**src/rtl/core/sfiq_pkg.sv**
```systemverilog
// ----------------------------------------------------------------------------
// sfiq_pkg
// Shared defaults, register map and controller/datapath handshake types for
// the symmetric I/Q FIR filter.
// ----------------------------------------------------------------------------
package sfiq_pkg;

  localparam int TAPS_DEF         = 65;
  localparam int COEF_SETS_DEF    = 2;
  localparam int SAMPLE_WIDTH_DEF = 16;
  localparam int COEF_WIDTH_DEF   = 16;

  localparam int PADDR_W = 3;
  localparam logic [PADDR_W-1:0] ADDR_PROFILE = 3'd0;

  localparam logic MODE_SAMPLE = 1'b0;
  localparam logic MODE_COEF   = 1'b1;

  typedef struct packed {
    logic push;     // accept sample item: write delay line, clear accumulator
    logic coef_wr;  // accept coefficient item
    logic issue;    // read one tap pair
    logic center;   // current read is the centre tap
    logic finish;   // round, saturate and load output register
  } sfiq_cmd_t;

  typedef struct packed {
    logic pipe_busy;
    logic out_free;
  } sfiq_stat_t;

endpackage

```
**src/rtl/core/sfiq_ctrl.sv**
```systemverilog
// ----------------------------------------------------------------------------
// sfiq_ctrl
// Sequencer: accepts items, walks the tap pairs, drains the MAC pipeline and
// hands the result to the output register.
// ----------------------------------------------------------------------------
module sfiq_ctrl #(
  parameter int TAPS = sfiq_pkg::TAPS_DEF
) (
  input  logic                clk,
  input  logic                rst_n,
  input  logic                in_valid,
  input  logic                in_mode,
  output logic                in_ready,
  input  sfiq_pkg::sfiq_stat_t stat,
  output sfiq_pkg::sfiq_cmd_t  cmd
);

  localparam int HALF  = TAPS / 2;
  localparam int CNT_W = $clog2(HALF + 1);

  typedef enum logic [3:0] {
    ST_IDLE  = 4'b0001,
    ST_RUN   = 4'b0010,
    ST_DRAIN = 4'b0100,
    ST_DONE  = 4'b1000
  } state_t;

  state_t           state_r, state_nxt;
  logic [CNT_W-1:0] cnt_r, cnt_nxt;
  logic             accept;

  assign in_ready = (state_r == ST_IDLE);
  assign accept   = in_valid && in_ready;

  always_comb begin
    state_nxt = state_r;
    cnt_nxt   = cnt_r;
    cmd       = '0;
    case (state_r)
      ST_IDLE: begin
        cmd.push    = accept && (in_mode == sfiq_pkg::MODE_SAMPLE);
        cmd.coef_wr = accept && (in_mode == sfiq_pkg::MODE_COEF);
        if (cmd.push) begin
          cnt_nxt   = '0;
          state_nxt = ST_RUN;
        end
      end
      ST_RUN: begin
        cmd.issue  = 1'b1;
        cmd.center = (cnt_r == CNT_W'(HALF));
        cnt_nxt    = cnt_r + 1'b1;
        if (cmd.center) begin
          state_nxt = ST_DRAIN;
        end
      end
      ST_DRAIN: begin
        if (!stat.pipe_busy) begin
          state_nxt = ST_DONE;
        end
      end
      ST_DONE: begin
        if (stat.out_free) begin
          cmd.finish = 1'b1;
          state_nxt  = ST_IDLE;
        end
      end
      default: begin
        state_nxt = ST_IDLE;
      end
    endcase
  end

  always_ff @(posedge clk) begin
    if (!rst_n) begin
      state_r <= ST_IDLE;
      cnt_r   <= '0;
    end else begin
      state_r <= state_nxt;
      cnt_r   <= cnt_nxt;
    end
  end

endmodule

```
**config.mk**
```make
export PLATFORM = sky130hd
export DESIGN_NAME = sfiq_ctrl
export DESIGN_NICKNAME = d
export VERILOG_FILES = /design/src/rtl/core/sfiq_pkg.sv /design/src/rtl/core/sfiq_ctrl.sv
export SDC_FILE = /design/constraint.sdc
export NUM_CORES = 1
export LEC_CHECK = 0
export BUFFER_PORTS_ARGS = -buffer_cell sky130_fd_sc_hd__clkbuf_2
export CAP_MARGIN = 20
export CELL_PAD_IN_SITES_DETAIL_PLACEMENT = 0
export CELL_PAD_IN_SITES_GLOBAL_PLACEMENT = 1
export CORE_MARGIN = 2
export CORE_UTILIZATION = 38
export DETAILED_ROUTE_END_ITERATION = 16
export PLACE_DENSITY = 0.8
export SYNTH_ARGS = -nofsm -noshare
export SYNTH_HDL_FRONTEND = slang
export SYNTH_SLANG_ARGS = --single-unit
```
**constraint.sdc**
```tcl
create_clock -name clk -period 2.18 [get_ports clk]
set_input_delay 0.109 -clock clk [delete_from_list [all_inputs] [get_ports clk]]
set_output_delay 0.109 -clock clk [all_outputs]
set_load 0.03 [all_outputs]
```
### After elaboration in Yosys (flattened, before gate mapping)

Cells that the tools add are included.

| word-level totals | value |
|---|---|
| bits in registers | 10 |
| input bits | 6 |
| output and inout bits | 6 |
| word-level logic and storage cells | 30 |

| cells by class | value |
|---|---|
| add/subtract/negate cells | 1 |
| equality and inequality tests | 9 |
| multiplexer cells | 11 |
| bitwise logic cells | 1 |
| reductions and logical operators | 6 |

Operators by type and width:

| kind | count |
|---|---|
| 2-to-1 mux 4 bit | 4 |
| case mux 4 bit (4 select lines) | 1 |
| case mux 6 bit (2 select lines) | 1 |
| adder 6 x 1 -> 6 bit, second input constant | 1 |
| == test 6 bit, second input constant | 1 |
| 2-to-1 mux 6 bit | 1 |
| != test 2 bit, second input constant | 3 |
| == test 4 x 1 -> 1 bit, second input constant | 1 |
| == test 4 x 2 -> 1 bit, second input constant | 1 |
| == test 4 x 3 -> 1 bit, second input constant | 1 |
| == test 4 bit, second input constant | 1 |
| 2-to-1 mux 2 bit | 2 |
| AND reduction 4 bit | 1 |
| logical AND 1 bit | 3 |
| 2-to-1 mux 1 bit | 2 |
| != test 2 x 1 -> 1 bit, second input constant | 1 |
| AND reduction 2 bit | 1 |
| nonzero test 2 bit | 1 |
| NOT 1 bit | 1 |

### Depth between registers and ports, before layout

Gate-level depths: netlist of the first run.

| logic depth | value |
|---|---|
| depth after elaboration | 5 |
| gate-level depth with buffers | 6 |

### Worst setup path after synthesis of the first run

OpenSTA, ideal clock, no wires.

| path | value |
|---|---|
| kind | register -> register |
| start | reg state_r[3] |
| end | reg state_r[2] |
| setup time | 119 ps |
| data arrival time | 1667 ps |
| data required time | 2061 ps |
| path slack | 395 ps |
| cell stages (with the launch flop) | 7 |
| buffers on the path | 1 |
| clock period less this slack | 1785 ps |
| path through | dfxtp_1 -> buf_6 -> or4b_4 -> inv_1 -> nand2_1 -> and3b_1 -> o221a_1 |

| on the way | value |
|---|---|
| longest elaborated chain between the ends | 5 |

Ends and longest elaborated chain:

| what | line | source |
|---|---|---|
| from (decl) | sfiq_ctrl.sv:28 | `state_t state_r, state_nxt;` |
| from (signal assigned) | sfiq_ctrl.sv:78 | `state_r <= state_nxt;` |
| == test 4 x 1 -> 1 bit (*) | sfiq_ctrl.sv:32 | `assign in_ready = (state_r == ST_IDLE);` |
| net in_ready | sfiq_ctrl.sv:13 | `output logic in_ready,` |
| logical AND 1 bit | sfiq_ctrl.sv:33 | `assign accept = in_valid && in_ready;` |
| logical AND 1 bit | sfiq_ctrl.sv:41 | `cmd.push = accept && (in_mode == sfiq_pkg::MODE_SAMPLE);` |
| != test 2 x 1 -> 1 bit (no line) | n/a |  |
| AND reduction 4 bit (no line) | n/a |  |

Mark *: on every way through the listed nets, which the timed path passes. The rest lies on a longest branch.
A chain may end at the register's enable or synchronous reset.

==> results.cfg, run 1 <==
[yosys]
synth.distinct_cells = 36
seq_area_frac_synth_pct = 31.9
synth-main-ff-cell = dfxtp_1
syn_avg_cell_area_um2 = 8.72
ys_ff_latch = 10
synth-edff-count = 0
synth.top_cells.by_area = dfxtp_1 32%, nor2_1 5.4%, or4b_4 4.4%
synthCells = 72
syn-cell-area_um2 = 628
synth_area_leader_cell = dfxtp_1
yosysWarnings = 0
synth.most_common_cell = dfxtp_1
synth_nets = 80
async_flop_share_pct = 0
synth_top_cell_area_share_pct = 31.9
synth_common_cells = 10 x dfxtp_1, 9 x nor2_1, 6 x nand2_1

[clock_tree]
hold_buffers = 0
ctsHtreeMaxLevel = 1
cts_buffer_depth = 2
cts_buffers = 3
cts_setup_buffers = 0
cts.clk_slew.worst_paths_ns = 0.07
cts_tree = built
cts-resized-gates = 0
clockRootBuffer = clkbuf_4
cts_sinks = 10
clk_latency_ns = 0.28

[detailed_routing]
antenna_left = 0
drt_iter0_drc = 12
route.vias.total = 570
drt_drc_violations_left = 0
via_per_inst = 5.70
wirelength_um = 1310
wl_per_cell_um = 13.1
dr.pass1.iters = 4

[global_routing]
antenna_found_initial = 0
grt_overflow_total = 0
grt_pass1_vias = 512
grt_max_degree = 11
grt_first_pass_wirelength_um = 2330
grt_use_total_pct = 17.1

[layout]
area_delta_synth_final_pct = 12.9
fill_cells = 149
nets = 93
drive_above_1_share_pct = 26.2
area.sequential_um2 = 200
multiInputGateArea_um2 = 372
num_antenna_cells = 0
instances_no_fill = 100

[run]
maxCapViolations = 0

[floorplanning]
initial_core_util_pct = 41.2
dieArea_um2 = 1990
core_um2 = 1520
die_h_um = 44.7
io-pin-count = 12
row_count = 14
die_x_um = 44.7

[place]
dp.cells = 96
hpwl_um = 990
gp_congestion = 0.732
place.port_buffers = 11

[critical_path]
cp.arrival_ns = 1.78
slowest_delay_ns = 0.54
critical_path_class = register to primary output
critPathRequiredTime_ns = 2.07
start_kind = register
slowest_stage = or4b_4
critical-path-top-delay-family = simple AND/OR/NAND/NOR gates
crit_path_end_kind = primary output
crit_buf_inv = 2
cp_max_fo = 9
crit_chain = or4b_4, clkinv_1, and2_1, clkbuf_2

[sta]
final_hold_viol_count = 0
max_slew_margin_pct = 78.4
min_period_over_period_pct = 86.8
slew_viol_final = 0
fin_hold_ws_ns = 0.0861
setup_viol = 0
clock.fmax_ghz = 0.528
rsz0062_at_grt = false
period_needed_ns = 1.89
worstMarginPinSlew_ns = 0.324
fin_skew_ns = 0.00534
setup-tns-final_ns = 0

[pwr]
p_leak_nw = 0.278
irDropWorstVdd_v = 0.000216
powerDensity_nw_per_um2 = 599
total_power_mw = 0.425

[run_status]
status = finished, final reports clean

[min_path]
hp-class = input pin to register
-- sequential cells by signal, summed over array words and instances (netlist names) --
register and flops:
state_r 4, cnt_r 6
-- path summary, 6_finish.rpt --
| check | from | endpoint | slack [ns] | cells after the start |
|---|---|---|---|---|
| setup / recovery | state_r[1] | cmd[1] | 0.29 | 4 |
| hold / removal | rst_n | state_r[0] | 0.09 | 2 |
| setup reg to reg | state_r[3] | state_r[2] | 0.41 | 4 |
| hold reg to reg | cnt_r[3] | cnt_r[3] | 0.52 | 1 |
-- cell type report --
type	instances	area share [%]
well taps	16	2.82
multi-input cells	53	52.4
clock buffers	4	5.11
repair buffers	12	8.82
flip-flops and latches	10	28.2
inverters	5	2.65
-- through the flow --
stage | setup WS (ns) | util [%] | instance area, um^2
floorplan | 0.395 | - | 628
global placement | 0.430 | 44.2 | 673
detailed placement | 0.438 | 44.2 | 673
CTS | 0.266 | 46.6 | 709
global route | 0.170 | 46.6 | 709
finish | 0.287 | 46.6 | 709
-- cell usage in the layout, fill, tap and decap left out, types with 2 or more instances in the layout --
cell      netlist  final
or4b_4          2      2
clkbuf_2        0     11
nor2_1          9      9
inv_1           4      4
clkbuf_4        0      3
nand3_1         2      2
a211oi_1        2      2
or2b_1          2      2
o21ai_0         4      4
nand2_1         6      6
a311oi_1        2      2
dfxtp_1        10     10
ha_1            2      2
-- kinds of logic after synthesis --
| kind of cell | synth area share (%) |
|---|---|
| compound gates | 19.3 |
| flops | 31.9 |
| fa+ha+maj | 3.98 |
| buf+inv | 8.96 |
| xor+xnor | 1.39 |
| simple gates | 31.1 |
| mux | 3.39 |
-- worst reg2reg max path, stage by stage, from the launching register on --
cell	delay (ns)
dfxtp_1	0.47
or3b_1	0.40
a211oi_2	0.36
and3b_1	0.22
o221a_1	0.22
-- power breakdown --
group	switching (mW)	total, mW	internal, mW
clock	0.0718	0.174	0.102
sequential	0.00779	0.194	0.186
combinational	0.0345	0.0578	0.0233
-- routing by layer --
| layer | share of wire (%) | vias to the layer above | track usage, % |
|---|---|---|---|
| met3 | 6.0 | 3 | 7.76 |
| li1 | - | 288 | - |
| met4 | 2.1 | 0 | 10.9 |
| met1 | 49 | 264 | 21.3 |
| met2 | 43 | 15 | 23.5 |
| met5 | 0 | - | 0 |
Power figures use the tool's default switching activity.
==> run 2, diff against run 1 <==
==> constraint.sdc (replaced) <==
create_clock -name clk -period 2.18 [get_ports clk]
set_input_delay 0 -clock clk [delete_from_list [all_inputs] [get_ports clk]]
set_output_delay 0 -clock clk [all_outputs]
set_load 0.03 [all_outputs]
==> run 2 against run 1 <==
Critical path depth unchanged; clock skew grew 0.0017 ns; worst hold slack better by 0.11 ns; via count is 0.53% higher; die area is the same; combinational power rose by 3%; register-to-register slack is essentially flat; critical path type unchanged; largest power group unchanged.
==> results.cfg, run 2 (synthesis gave the netlist of run 1 again) <==
[run_status]
status = finished, final reports clean

[global_routing]
grt_use_total_pct = 17.3
grt_max_degree = 11
grt_pass1_vias = 524
grt_first_pass_wirelength_um = 2360
grt_overflow_total = 0
antenna_found_initial = 0

[min_path]
min_path_cells = 4
holdCritStartpoint = in_mode
worstHoldEndpoint = state_r[0]
hp-class = input pin to register

[layout]
largest_reg_flops = 6
nets = 94
layout_common_cells = 11 x clkbuf_2, 10 x dfxtp_1, 9 x nor2_1
drive_above_1_share_pct = 25.9
final_cell_area_um2 = 719
fill_cells = 148
num_antenna_cells = 0
largest-register = cnt_r
finish.utilization_pct = 47.2
area_delta_synth_final_pct = 14.5
largestRegisters = cnt_r: 6 flops, state_r: 4 flops
final_common_cell = clkbuf_2

[clock_tree]
clk_latency_ns = 0.28
clockRootBuffer = clkbuf_4
cts_setup_buffers = 0
cts_buffers = 3
cts_buffer_depth = 2
ctsHtreeMaxLevel = 1
cts_tree = built
cts.clk_slew.worst_paths_ns = 0.07
cts_sinks = 10
cts-resized-gates = 0

[place]
placed_cell_area_um2 = 673
gp_congestion = 0.732
place.port_buffers = 11
pre_cts_slack_ns = 0.438
hpwl_um = 990

[sta]
clock.fmax_ghz = 0.560
final_hold_viol_count = 0
fin_hold_ws_ns = 0.193
setup_slack_ns = 0.395
slew_viol_final = 0
setup-tns-final_ns = 0
rsz0062_at_grt = false
min_period_over_period_pct = 81.9
setup_viol = 0
fin_skew_ns = 0.00708
period_needed_ns = 1.79
worstMarginPinSlew_ns = 0.325
max_slew_margin_pct = 78.3

[critical_path]
reg2reg_from = state_r[3]
critPathRequiredTime_ns = 2.18
crit_path_end_kind = primary output
reg2reg_to = state_r[2]
cp.arrival_ns = 1.79
start_kind = register
cp_max_fo = 9
critical_path_class = register to primary output
r2r_cells = 4
reg2reg_slack_ns = 0.41

[floorplanning]
die_h_um = 44.7
dieArea_um2 = 1990
initial_core_util_pct = 41.2
die_x_um = 44.7
io-pin-count = 12
row_count = 14
core_um2 = 1520

[detailed_routing]
drt_drc_violations_left = 0
antenna_left = 0
wl_per_cell_um = 13.0
wirelength_um = 1310
via_per_inst = 5.67
drt_iter0_drc = 12
route.vias.total = 573
dr.pass1.iters = 4

[run]
maxCapViolations = 0

[pwr]
powerDensity_nw_per_um2 = 595
irDropWorstVdd_v = 0.000221
p_leak_nw = 0.282
## run 2: changes by cell type in the layout (fill, tap and decap cells not counted), sizes merged
cell,delta
dlygate4sd3,+1
## run 2: worst max-delay path, stage by stage, from the launching register on
cell,delay [ns]
dfxtp_1,0.47
or4b_4,0.53
clkinv_1,0.16
and2_1,0.15
clkbuf_2,0.19
## run 2: worst max path at each step
stage,startpoint,end,slack [ns],cells after the start
6_report,state_r[1],cmd[1],0.39,4
5_1_grt,state_r[1],cmd[1],0.28,4
4_1_cts,state_r[1],cmd[1],0.37,4
3_5_place_dp,state_r[3],state_r[2],0.44,4
3_3_place_gp,state_r[3],state_r[2],0.43,4
2_1_floorplan,state_r[3],state_r[2],0.39,6
## run 2: layer usage
layer / up-vias / part of all wire, % / global-route usage, %
met5: - / 0 / 0
met2: 17 / 41 / 24.1
met4: 0 / 2.9 / 10.9
met1: 262 / 50 / 21.3
li1: 289 / - / -
met3: 5 / 6.2 / 7.76
## run 2: layout make-up
class,instances,area (um^2),share of cell area [%]
multi-input cells,53,372,51.7
flip-flops and latches,10,200,27.8
repair buffers,13,72.6,10.1
clock buffers,4,36.3,5.04
well taps,16,20.0,2.78
inverters,5,18.8,2.61
## run 2: power by group
part	internal [mW]	switching, mW	total (mW)
combinational	0.0244	0.0348	0.0593
sequential	0.186	0.00783	0.194
clock	0.102	0.0728	0.175
total	0.312	0.115	0.428
## run 2: stage by stage
stage                     instances  power [mW]
final                           101       0.428
after global routing            101       0.450
after CTS                       101       0.436
after detailed placement         96       0.256
after global placement           96       0.256
after floorplan                  72       0.238
## run 2: repair_timing
| action | CTS | global route |
|---|---|---|
| hold endpoints to repair | 4 | 0 |
| setup endpoints to repair | 0 | 0 |
| hold buffers | 1 | 0 |
